**src/rtl/core/ssfs_pkg.sv**
```systemverilog
package ssfs_pkg;

    localparam int NUMBER_W = 14;
    localparam int LEVEL_W  = 4;
    localparam int KIND_W   = 2;
    localparam int BYTE_W   = 8;

    typedef logic [BYTE_W-1:0] t_byte;
    typedef logic [3:0]        t_digit;

    typedef enum logic {
        OP_SHOW   = 1'b0,
        OP_BRIGHT = 1'b1
    } t_operation;

    typedef enum logic [KIND_W-1:0] {
        EV_START = 2'd0,
        EV_WRITE = 2'd1,
        EV_ACK   = 2'd2,
        EV_STOP  = 2'd3
    } t_event_kind;

    localparam t_byte CMD_DATA   = 8'h40;
    localparam t_byte CMD_ADDR   = 8'hc0;
    localparam t_byte CMD_BRIGHT = 8'h87;
    localparam t_byte COLON_BIT  = 8'h80;
    localparam logic [LEVEL_W-1:0] BRIGHT_MAX = 4'd8;

    // number / 100 as (number * 5243) >> 19, exact for number below 16384
    localparam int DIV100_MUL   = 5243;
    localparam int DIV100_SHIFT = 19;
    // x / 10 as (x * 205) >> 11, exact for x below 100
    localparam int DIV10_MUL    = 205;
    localparam int DIV10_SHIFT  = 11;

    // Last event of each frame
    localparam logic [3:0] SHOW_LAST   = 4'd15;
    localparam logic [3:0] BRIGHT_LAST = 4'd3;

    function automatic t_byte seg_encode(input logic flip, input t_digit d);
        t_byte seg;
        seg = 8'h00;
        if (!flip) begin
            case (d)
                4'd0:    seg = 8'h3f;
                4'd1:    seg = 8'h06;
                4'd2:    seg = 8'h5b;
                4'd3:    seg = 8'h4f;
                4'd4:    seg = 8'h66;
                4'd5:    seg = 8'h6d;
                4'd6:    seg = 8'h7d;
                4'd7:    seg = 8'h07;
                4'd8:    seg = 8'h7f;
                4'd9:    seg = 8'h6f;
                default: seg = 8'h00;
            endcase
        end else begin
            case (d)
                4'd0:    seg = 8'h3f;
                4'd1:    seg = 8'h30;
                4'd2:    seg = 8'h5b;
                4'd3:    seg = 8'h79;
                4'd4:    seg = 8'h74;
                4'd5:    seg = 8'h6d;
                4'd6:    seg = 8'h6f;
                4'd7:    seg = 8'h38;
                4'd8:    seg = 8'h7f;
                4'd9:    seg = 8'h7d;
                default: seg = 8'h00;
            endcase
        end
        return seg;
    endfunction

endpackage

```
**src/rtl/core/ssfs_req_if.sv**
```systemverilog
interface ssfs_req_if;
    logic                          valid;
    logic                          ready;
    logic                          operation;
    logic [ssfs_pkg::NUMBER_W-1:0] number;
    logic                          colon;
    logic [ssfs_pkg::LEVEL_W-1:0]  brightness;

    modport source (output valid, operation, number, colon, brightness, input ready);
    modport sink   (input valid, operation, number, colon, brightness, output ready);
endinterface

```
**src/rtl/core/ssfs_evt_if.sv**
```systemverilog
interface ssfs_evt_if;
    logic                        valid;
    logic                        ready;
    logic [ssfs_pkg::KIND_W-1:0] event_kind;
    logic [ssfs_pkg::BYTE_W-1:0] data_byte;
    logic                        last;

    modport source (output valid, event_kind, data_byte, last, input ready);
    modport sink   (input valid, event_kind, data_byte, last, output ready);
endinterface

```
**src/rtl/core/seven_segment_serial_frame_sender.sv**
```systemverilog
// Frame sequencer for a four-digit seven-segment display on a two-wire bus.
//
// i_req carries one request: show a number (0..9999, optional colon) or set
// the brightness (0..8, higher levels clamp to 8). o_evt carries the bus
// events for the physical layer: start, write byte, ack clock, stop, with
// last marking the final event of a frame.
// A show request gives 16 events, a brightness request gives 4.
// i_cfg_we / i_cfg_wdata write flip_over (mirrored segment map, ones digit
// first); write it only while no request is in flight.
//
// The first event of a request passes through four split stages, the frame
// sequencer and the output register before it is valid on o_evt.
// Throughput: one event per cycle while o_evt.ready stays high; the event
// counter of the sequencer steps through the events of each frame.
// The split stages keep taking requests while a frame is still being sent,
// and the next frame follows the previous one without a gap.
//
// Reset (synchronous, active low) empties every stage and clears flip_over.
// When the receiver holds o_evt.ready low the output event holds, the
// sequencer waits and the stages behind it fill up before i_req.ready drops.
module seven_segment_serial_frame_sender (
    input  logic       i_clk,
    input  logic       i_rst_n,
    input  logic       i_cfg_we,
    input  logic       i_cfg_wdata,
    ssfs_req_if.sink   i_req,
    ssfs_evt_if.source o_evt
);
    import ssfs_pkg::*;

    // Configuration
    logic r_flip_over;

    // Stage 1: captured request
    logic                r_s1_valid;
    t_operation          r_s1_op;
    logic [NUMBER_W-1:0] r_s1_number;
    logic                r_s1_colon;
    t_byte               r_s1_bright;

    // Stage 2: hundreds quotient
    logic                r_s2_valid;
    t_operation          r_s2_op;
    logic [NUMBER_W-1:0] r_s2_number;
    logic [7:0]          r_s2_q;
    logic                r_s2_colon;
    t_byte               r_s2_bright;

    // Stage 3: low and high pairs of digits
    logic       r_s3_valid;
    t_operation r_s3_op;
    logic [6:0] r_s3_lo;
    logic [6:0] r_s3_hi;
    logic       r_s3_colon;
    t_byte      r_s3_bright;

    // Stage 4: tens of each pair
    logic       r_s4_valid;
    t_operation r_s4_op;
    logic [6:0] r_s4_lo;
    logic [6:0] r_s4_hi;
    t_digit     r_s4_tens_lo;
    t_digit     r_s4_tens_hi;
    logic       r_s4_colon;
    t_byte      r_s4_bright;

    // Frame sequencer
    logic       r_seq_valid;
    t_operation r_seq_op;
    t_byte      r_seq_byte [4];
    logic [3:0] r_seq_cnt;

    // Output register
    logic        r_out_valid;
    t_event_kind r_out_kind;
    t_byte       r_out_byte;
    logic        r_out_last;

    logic out_free, seq_emit, seq_last, seq_free;
    logic s4_free, s3_free, s2_free, s1_free;

    logic [LEVEL_W-1:0] in_level;
    logic [26:0]        q_prod;
    logic [13:0]        hund;
    logic [13:0]        rem;
    logic [7:0]         hi_pair;
    logic [14:0]        tens_lo_prod, tens_hi_prod;
    logic [6:0]         ones_lo_w, ones_hi_w;
    t_digit             digit [4];
    t_byte              seg [4];
    t_byte              n_seq_byte [4];
    t_event_kind        n_out_kind;
    t_byte              n_out_byte;

    // Handshake chain: a stage takes new data when it is empty or moving on
    assign out_free = !r_out_valid || o_evt.ready;
    assign seq_emit = r_seq_valid && out_free;
    assign seq_last = (r_seq_op == OP_BRIGHT) ? (r_seq_cnt == BRIGHT_LAST)
                                              : (r_seq_cnt == SHOW_LAST);
    assign seq_free = !r_seq_valid || (seq_emit && seq_last);
    assign s4_free  = !r_s4_valid || seq_free;
    assign s3_free  = !r_s3_valid || s4_free;
    assign s2_free  = !r_s2_valid || s3_free;
    assign s1_free  = !r_s1_valid || s2_free;

    assign i_req.ready = s1_free;

    // Clamp the level so the command byte tops out at 0x8f
    assign in_level = (i_req.brightness > BRIGHT_MAX) ? BRIGHT_MAX : i_req.brightness;

    // Stage 1 to 2: number / 100 by reciprocal
    assign q_prod = 27'(r_s1_number) * 27'(DIV100_MUL);

    // Stage 2 to 3: low pair is the remainder, high pair is the quotient mod 100
    assign hund    = 14'(r_s2_q) * 14'd100;
    assign rem     = r_s2_number - hund;
    assign hi_pair = (r_s2_q >= 8'd100) ? (r_s2_q - 8'd100) : r_s2_q;

    // Stage 3 to 4: tens of each pair
    assign tens_lo_prod = 15'(r_s3_lo) * 15'(DIV10_MUL);
    assign tens_hi_prod = 15'(r_s3_hi) * 15'(DIV10_MUL);

    // Stage 4 to sequencer: ones, segment map, colon and send order
    assign ones_lo_w = r_s4_lo - 7'(r_s4_tens_lo) * 7'd10;
    assign ones_hi_w = r_s4_hi - 7'(r_s4_tens_hi) * 7'd10;
    assign digit[0]  = ones_lo_w[3:0];
    assign digit[1]  = r_s4_tens_lo;
    assign digit[2]  = ones_hi_w[3:0];
    assign digit[3]  = r_s4_tens_hi;

    always_comb begin
        for (int i = 0; i < 4; i++) begin
            seg[i] = seg_encode(r_flip_over, digit[i]);
        end
        if (r_s4_colon) begin
            seg[2] = seg[2] | COLON_BIT;
        end
        for (int i = 0; i < 4; i++) begin
            n_seq_byte[i] = r_flip_over ? seg[i] : seg[3-i];
        end
        // Brightness frames carry their command in the first byte slot
        if (r_s4_op == OP_BRIGHT) begin
            n_seq_byte[0] = r_s4_bright;
        end
    end

    // Event for the current sequencer position
    always_comb begin
        n_out_kind = EV_STOP;
        n_out_byte = 8'h00;
        case (r_seq_cnt)
            4'd0, 4'd4: begin
                n_out_kind = EV_START;
            end
            4'd1: begin
                n_out_kind = EV_WRITE;
                n_out_byte = (r_seq_op == OP_BRIGHT) ? r_seq_byte[0] : CMD_DATA;
            end
            4'd5: begin
                n_out_kind = EV_WRITE;
                n_out_byte = CMD_ADDR;
            end
            4'd7: begin
                n_out_kind = EV_WRITE;
                n_out_byte = r_seq_byte[0];
            end
            4'd9: begin
                n_out_kind = EV_WRITE;
                n_out_byte = r_seq_byte[1];
            end
            4'd11: begin
                n_out_kind = EV_WRITE;
                n_out_byte = r_seq_byte[2];
            end
            4'd13: begin
                n_out_kind = EV_WRITE;
                n_out_byte = r_seq_byte[3];
            end
            4'd2, 4'd6, 4'd8, 4'd10, 4'd12, 4'd14: begin
                n_out_kind = EV_ACK;
            end
            4'd3, 4'd15: begin
                n_out_kind = EV_STOP;
            end
            default: begin
                n_out_kind = EV_STOP;
            end
        endcase
    end

    // Control state
    always_ff @(posedge i_clk) begin
        if (!i_rst_n) begin
            r_flip_over <= 1'b0;
            r_s1_valid  <= 1'b0;
            r_s2_valid  <= 1'b0;
            r_s3_valid  <= 1'b0;
            r_s4_valid  <= 1'b0;
            r_seq_valid <= 1'b0;
            r_seq_cnt   <= 4'd0;
            r_out_valid <= 1'b0;
        end else begin
            if (i_cfg_we) begin
                r_flip_over <= i_cfg_wdata;
            end
            if (s1_free) r_s1_valid <= i_req.valid;
            if (s2_free) r_s2_valid <= r_s1_valid;
            if (s3_free) r_s3_valid <= r_s2_valid;
            if (s4_free) r_s4_valid <= r_s3_valid;
            // Load the next frame on the last event or when empty, else advance one event
            if (seq_free) begin
                r_seq_valid <= r_s4_valid;
                r_seq_cnt   <= 4'd0;
            end else if (seq_emit) begin
                r_seq_cnt <= r_seq_cnt + 4'd1;
            end
            if (out_free) r_out_valid <= r_seq_valid;
        end
    end

    // Payload
    always_ff @(posedge i_clk) begin
        if (s1_free) begin
            r_s1_op     <= t_operation'(i_req.operation);
            r_s1_number <= i_req.number;
            r_s1_colon  <= i_req.colon;
            r_s1_bright <= CMD_BRIGHT + t_byte'(in_level);
        end
        if (s2_free) begin
            r_s2_op     <= r_s1_op;
            r_s2_number <= r_s1_number;
            r_s2_q      <= q_prod[DIV100_SHIFT +: 8];
            r_s2_colon  <= r_s1_colon;
            r_s2_bright <= r_s1_bright;
        end
        if (s3_free) begin
            r_s3_op     <= r_s2_op;
            r_s3_lo     <= rem[6:0];
            r_s3_hi     <= hi_pair[6:0];
            r_s3_colon  <= r_s2_colon;
            r_s3_bright <= r_s2_bright;
        end
        if (s4_free) begin
            r_s4_op      <= r_s3_op;
            r_s4_lo      <= r_s3_lo;
            r_s4_hi      <= r_s3_hi;
            r_s4_tens_lo <= tens_lo_prod[DIV10_SHIFT +: 4];
            r_s4_tens_hi <= tens_hi_prod[DIV10_SHIFT +: 4];
            r_s4_colon   <= r_s3_colon;
            r_s4_bright  <= r_s3_bright;
        end
        if (seq_free) begin
            r_seq_op <= r_s4_op;
            for (int i = 0; i < 4; i++) begin
                r_seq_byte[i] <= n_seq_byte[i];
            end
        end
        if (out_free) begin
            r_out_kind <= n_out_kind;
            r_out_byte <= n_out_byte;
            r_out_last <= seq_last;
        end
    end

    assign o_evt.valid      = r_out_valid;
    assign o_evt.event_kind = r_out_kind;
    assign o_evt.data_byte  = r_out_byte;
    assign o_evt.last       = r_out_last;

    // Brightness frames stop after four events
    a_bright_len: assert property (@(posedge i_clk) disable iff (!i_rst_n)
        r_seq_valid && (r_seq_op == OP_BRIGHT) |-> r_seq_cnt <= BRIGHT_LAST)
        else $error("brightness frame overran");

    // Every frame closes with a stop
    a_last_stop: assert property (@(posedge i_clk) disable iff (!i_rst_n)
        o_evt.valid && o_evt.last |-> o_evt.event_kind == EV_STOP)
        else $error("frame ended on an event other than stop");

    // Only write events carry a byte
    a_byte_zero: assert property (@(posedge i_clk) disable iff (!i_rst_n)
        o_evt.valid && (o_evt.event_kind != EV_WRITE) |-> o_evt.data_byte == 8'h00)
        else $error("non-write event carries data");

    // Digit split stays decimal
    a_tens_range: assert property (@(posedge i_clk) disable iff (!i_rst_n)
        r_s4_valid && (r_s4_op == OP_SHOW) |-> (r_s4_tens_lo <= 4'd9) && (r_s4_tens_hi <= 4'd9))
        else $error("tens digit out of range");

    // An event taken mid-frame moves the sequencer on by one
    a_seq_step: assert property (@(posedge i_clk) disable iff (!i_rst_n)
        seq_emit && !seq_last |=> r_seq_cnt == $past(r_seq_cnt) + 4'd1)
        else $error("sequencer skipped or repeated an event");

endmodule
```
**src/flat_wrapper.sv**
```systemverilog
// flat-port wrapper written by rule: the top's interface ports become plain ports
module seven_segment_serial_frame_sender_flat import ssfs_pkg::*;
  (i_clk, i_rst_n, i_cfg_we, i_cfg_wdata, i_req_valid, i_req_operation, i_req_number, i_req_colon, i_req_brightness, i_req_ready, o_evt_valid, o_evt_event_kind, o_evt_data_byte, o_evt_last, o_evt_ready);
  ssfs_req_if i_req_i ();
  ssfs_evt_if o_evt_i ();
  input  logic i_clk;
  input  logic i_rst_n;
  input  logic i_cfg_we;
  input  logic i_cfg_wdata;
  input wire logic [$bits(i_req_i.valid)-1:0] i_req_valid;
  input wire logic [$bits(i_req_i.operation)-1:0] i_req_operation;
  input wire logic [$bits(i_req_i.number)-1:0] i_req_number;
  input wire logic [$bits(i_req_i.colon)-1:0] i_req_colon;
  input wire logic [$bits(i_req_i.brightness)-1:0] i_req_brightness;
  output wire logic [$bits(i_req_i.ready)-1:0] i_req_ready;
  output wire logic [$bits(o_evt_i.valid)-1:0] o_evt_valid;
  output wire logic [$bits(o_evt_i.event_kind)-1:0] o_evt_event_kind;
  output wire logic [$bits(o_evt_i.data_byte)-1:0] o_evt_data_byte;
  output wire logic [$bits(o_evt_i.last)-1:0] o_evt_last;
  input wire logic [$bits(o_evt_i.ready)-1:0] o_evt_ready;
  assign i_req_i.valid = i_req_valid;
  assign i_req_i.operation = i_req_operation;
  assign i_req_i.number = i_req_number;
  assign i_req_i.colon = i_req_colon;
  assign i_req_i.brightness = i_req_brightness;
  assign i_req_ready = i_req_i.ready;
  assign o_evt_valid = o_evt_i.valid;
  assign o_evt_event_kind = o_evt_i.event_kind;
  assign o_evt_data_byte = o_evt_i.data_byte;
  assign o_evt_last = o_evt_i.last;
  assign o_evt_i.ready = o_evt_ready;
  seven_segment_serial_frame_sender u_core (.i_clk(i_clk), .i_rst_n(i_rst_n), .i_cfg_we(i_cfg_we), .i_cfg_wdata(i_cfg_wdata), .i_req(i_req_i), .o_evt(o_evt_i));
endmodule
```
**config.mk**
```make
export PLATFORM = sky130hd
export DESIGN_NAME = seven_segment_serial_frame_sender_flat
export DESIGN_NICKNAME = d
export VERILOG_FILES = /design/src/rtl/core/ssfs_pkg.sv /design/src/rtl/core/ssfs_req_if.sv /design/src/rtl/core/ssfs_evt_if.sv /design/src/rtl/core/seven_segment_serial_frame_sender.sv /design/src/flat_wrapper.sv
export SDC_FILE = /design/constraint.sdc
export NUM_CORES = 1
export LEC_CHECK = 0
export ABC_AREA = 1
export BUFFER_PORTS_ARGS = -buffer_cell sky130_fd_sc_hd__buf_4
export CAP_MARGIN = 20
export CORE_MARGIN = 2
export CORE_UTILIZATION = 30
export CTS_BUF_LIST = sky130_fd_sc_hd__clkbuf_2
export CTS_CLUSTER_DIAMETER = 30
export DETAILED_ROUTE_END_ITERATION = 8
export PLACE_DENSITY_LB_ADDON = 0.3
export SYNTH_ARGS = -nofsm -noshare
export SYNTH_HDL_FRONTEND = slang
export SYNTH_SLANG_ARGS = --single-unit
```
**constraint.sdc**
```tcl
create_clock -name i_clk -period 4.4 [get_ports i_clk]
set_clock_uncertainty 0.1 [all_clocks]
set_input_delay 0 -clock i_clk [delete_from_list [all_inputs] [get_ports i_clk]]
set_output_delay 0 -clock i_clk [all_outputs]
set_load 0.01 [all_outputs]
```
==> results.tsv <==
stage	metric	value	unit
worst_setup_path	crit_path_max_fanout	4	
route	drt.antenna.violating_nets	0	
route	detail_route.wl_per_cell	12.8	microns
synthesis	avgSynthCellArea	9.20	sq um
worst_setup_path	startpoint_of_the_lowest_slack_register_to_register_path	u_core.r_s1_number[7]	
global_route	grt_pass1_wl	45200	microns
place	dp_slack	-0.215	ns
cells_and_area	multi_input_area	7820	sq um
clock_tree	clockBufferDepth	2	
route	via_count	9420	
cells_and_area	area_growth_syn_to_layout	25.1	%
route	post_drt_via_cell_ratio	4.37	
floorplan	floorplan.core_area	41900	sq um
hold_path	whs_path_depth	5	
cells_and_area	mostFrequentLayoutCell	nand2_1	
worst_setup_path	number_of_cell_instances_on_the_worst_register_to_register_path	16	
timing	report.final.setup_viol	5	
timing	timing.final.crit_share	1.02	
worst_setup_path	cp-end-kind	register	
worst_setup_path	crit_path_top_delay_cell	edfxtp_1	
run_status	failed_checks	negative setup slack	
global_route	groute.usage.overall	0.128	
global_route	grt_antenna_before_repair	2	
place	numPortBuffers	38	
cells_and_area	stdcell_count	2156	
route	drt_pass1_iterations	5	
synthesis	synth_async_sr_flop_share	0	
timing	layout_setup_ws	-0.0824	ns
cells_and_area	fill_cells	4146	
synthesis	synth-edff-count	130	
hold_path	timing.hold.worst_endpoint	u_core.r_s1_bright[1]	
hold_path	hold_path_class	in -> reg	
global_route	grt_start_max_net_pins	34	
flow_run	drv.max_cap_violation_count	0	
clock_tree	cts_tree	done	
place	dp.cells	2042	
timing	max_slew_headroom	0.451	
worst_setup_path	setup.worst_path.start_class	register	
timing	minimum_clock_period_after_layout	4.48	ns
global_route	gr-total-overflow	0	
place	routabilityCongestion	0.847	
timing	maxSlewViolCount	0	
floorplan	fp.dieArea	44200	sq um
cells_and_area	layout.cells.most_common_list	nand2_1, inv_1, ha_1	
synthesis	synthesis_warnings	0	
synthesis	synthesis.area	12800	sq um
floorplan	initial_utilization	0.304	
timing	rsz0062_at_grt	true	
worst_setup_path	crit_chain	buf_6 > fa_2 > ha_1 > ha_1 > fa_1 > inv_1 > fa_1 > inv_1 > ha_4 > nand2_1 > inv_2 > nand3_2 > nor4_2 > o21ai_1 > nand4_1 > nand2_1	
worst_setup_path	critical-path-max-stage-delay	0.57	ns
synthesis	ys_ff_latch	155	
clock_tree	clock_latency	0.81	ns
synthesis	yosys_most_used_dff	edfxtp_1	
place	place.detailed.hpwl	21900	microns
cells_and_area	layout_cells_sized_above_1	0.194	
run_status	outcome	complete, but fails checks	
route	post-route-drc-count	0	
synthesis	mappedNetlistNets	1698	
clock_tree	tritoncts.num_buffers	17	
clock_tree	clock_tree.htree_level_count	4	
synthesis	synth_top_cells_by_area	edfxtp_1, ha_1, fa_1	
route	drt-initial-drc-count	344	
clock_tree	clock_pin_slew_reported_for_the_worst_setup_and_hold_paths_after_clock_tree_synthesis	0.27	ns
synthesis	ys_seq_area_frac	0.345	
clock_tree	tritoncts_num_sinks	155	
timing	finalHoldViolCount	0	
cells_and_area	seqCellArea	4400	sq um
synthesis	post_syn_instances	1388	
timing	max_clock_freq	223	MHz
worst_setup_path	worstPathArrival	4.97	ns
route	drt-total-wl	27600	microns
floorplan	die_h	210	microns
synthesis	yosysUniqueCellTypes	39	
clock_tree	ctsRootBufferMaster	clkbuf_2	
synthesis	synth_area_leader_cell	edfxtp_1	
hold_path	hp-start	i_req_brightness[1]	
timing	max_slew.worst_pin.slew	0.822	ns
floorplan	die_x	210	microns
cells_and_area	fin_nets	1912	
worst_setup_path	worstReg2RegEnd	u_core.r_s2_q[7]	
worst_setup_path	rrSetupSlack	-0.08	ns
floorplan	std_cell_rows	75	
floorplan	io-pin-count	39	
worst_setup_path	critPathKind	reg -> reg	
worst_setup_path	crit_required	4.89	ns
global_route	grt_pass1_vias	9537	
synthesis	synth_top_area_share	0.306	
[sequential cells by signal (all words and copies together) (netlist names), 2 cells and up, named ones only]
name	count
u_core.r_s3_hi	7
u_core.r_s1_bright	5
u_core.o_evt.data_byte	8
u_core.r_s4_tens_lo	4
u_core.r_s3_lo	7
u_core.r_s1_number	14
u_core.r_s4_hi	4
u_core.r_seq_byte	31
u_core.r_s2_q	8
u_core.r_s4_bright	5
u_core.r_s4_tens_hi	4
u_core.o_evt.event_kind	2
u_core.r_s3_bright	5
u_core.r_s4_lo	4
u_core.r_seq_cnt	4
u_core.r_s2_bright	5
u_core.r_s2_number	7
[synth_stat cells, types with 2 or more instances]
cell	count
nand2_1	309
inv_1	289
ha_1	202
buf_6	2
fa_1	82
xnor2_1	15
a21boi_0	3
nor2_1	86
xor2_1	14
o21ai_0	38
buf_2	2
dfxtp_1	25
nand4_1	17
clkbuf_1	6
nor3_1	7
nand3_2	5
nand3_1	61
or2_2	8
nand2_2	6
a31oi_1	10
edfxtp_1	130
and2_1	4
o21bai_1	6
a22oi_1	2
a21o_1	4
o21a_1	5
nor4_1	2
a21oi_1	37
[worst max-delay path, delay by kind of cell (launching register included)]
kind                     cells  cell delay (ns)
flip-flops                   1             0.57
buffers and inverters        4             0.37
AND/OR/NAND/NOR              5             0.65
AO/OA/AOI/OAI                1             0.13
adder cells (fa/ha/maj)      6             2.42
[cell families after synthesis]
group                      Yosys count  synth area share
AOI/OAI and AO/OA                  110            0.0494
buffers and inverters              301            0.0899
DFF                                155             0.345
adders and majority gates          284             0.327
and+or+nand+nor                    509             0.169
xor gates and xnor gates            29            0.0199
[worst max path at each step]
stage / to / cells after the start / slack (ns) / startpoint
5_1_grt: u_core.r_s2_q[7] / 16 / -0.29 / u_core.r_s1_number[7]
3_5_place_dp: u_core.r_s2_q[6] / 14 / -0.22 / u_core.r_s1_number[11]
6_report: u_core.r_s2_q[7] / 16 / -0.08 / u_core.r_s1_number[7]
4_1_cts: u_core.r_s2_q[3] / 15 / -0.04 / u_core.r_s1_number[6]
3_3_place_gp: u_core.r_s2_q[7] / 17 / -0.20 / u_core.r_s1_number[10]
2_1_floorplan: u_core.r_s2_q[6] / 14 / 0.02 / u_core.r_s1_number[11]
[per-stage QoR]
| step | hold WS [ns] | setup TNS [ns] | util | area (sq um) |
|---|---|---|---|---|
| detailed placement | 0.0795 | -1.24 | 0.342 | 14300 |
| CTS | 0.0601 | -0.0705 | 0.370 | 15500 |
| floorplan | -0.00113 | 0 | - | 12800 |
| global route | 0.124 | -1.70 | 0.381 | 16000 |
| global placement | 0.0778 | -1.11 | 0.342 | 14300 |
| finish | 0.178 | -0.239 | 0.381 | 16000 |
[layout make-up]
type	count	area share
Timing Repair Buffer	206	0.107
Multi-Input combinational cell	932	0.490
Inverter	290	0.0683
Clock buffer	17	0.00533
Tap cell	539	0.0422
Sequential cell	155	0.276
Clock inverter	15	0.0114
Antenna cell	2	0.000313
[layer usage]
metal  GRT usage  wire length, microns  share of wire  up-vias
li1            -                     -              -     4888
met1       0.151                 12200           0.44     4385
met2       0.240                 14200           0.51      111
met3      0.0197                   642          0.023       36
met4      0.0355                   578          0.021        0
met5           0                     0              0        -
[repair_timing]
item,CTS,global route
setup endpoints to repair,16,22
hold endpoints to repair,98,0
hold buffers,54,0
gates cloned,0,0
pin swaps,23,59
gates resized for setup,59,82
buffers inserted,15,11
Power is not shown: default switching activity piles up to over one toggle a cycle in this logic, so the estimate is an artifact.
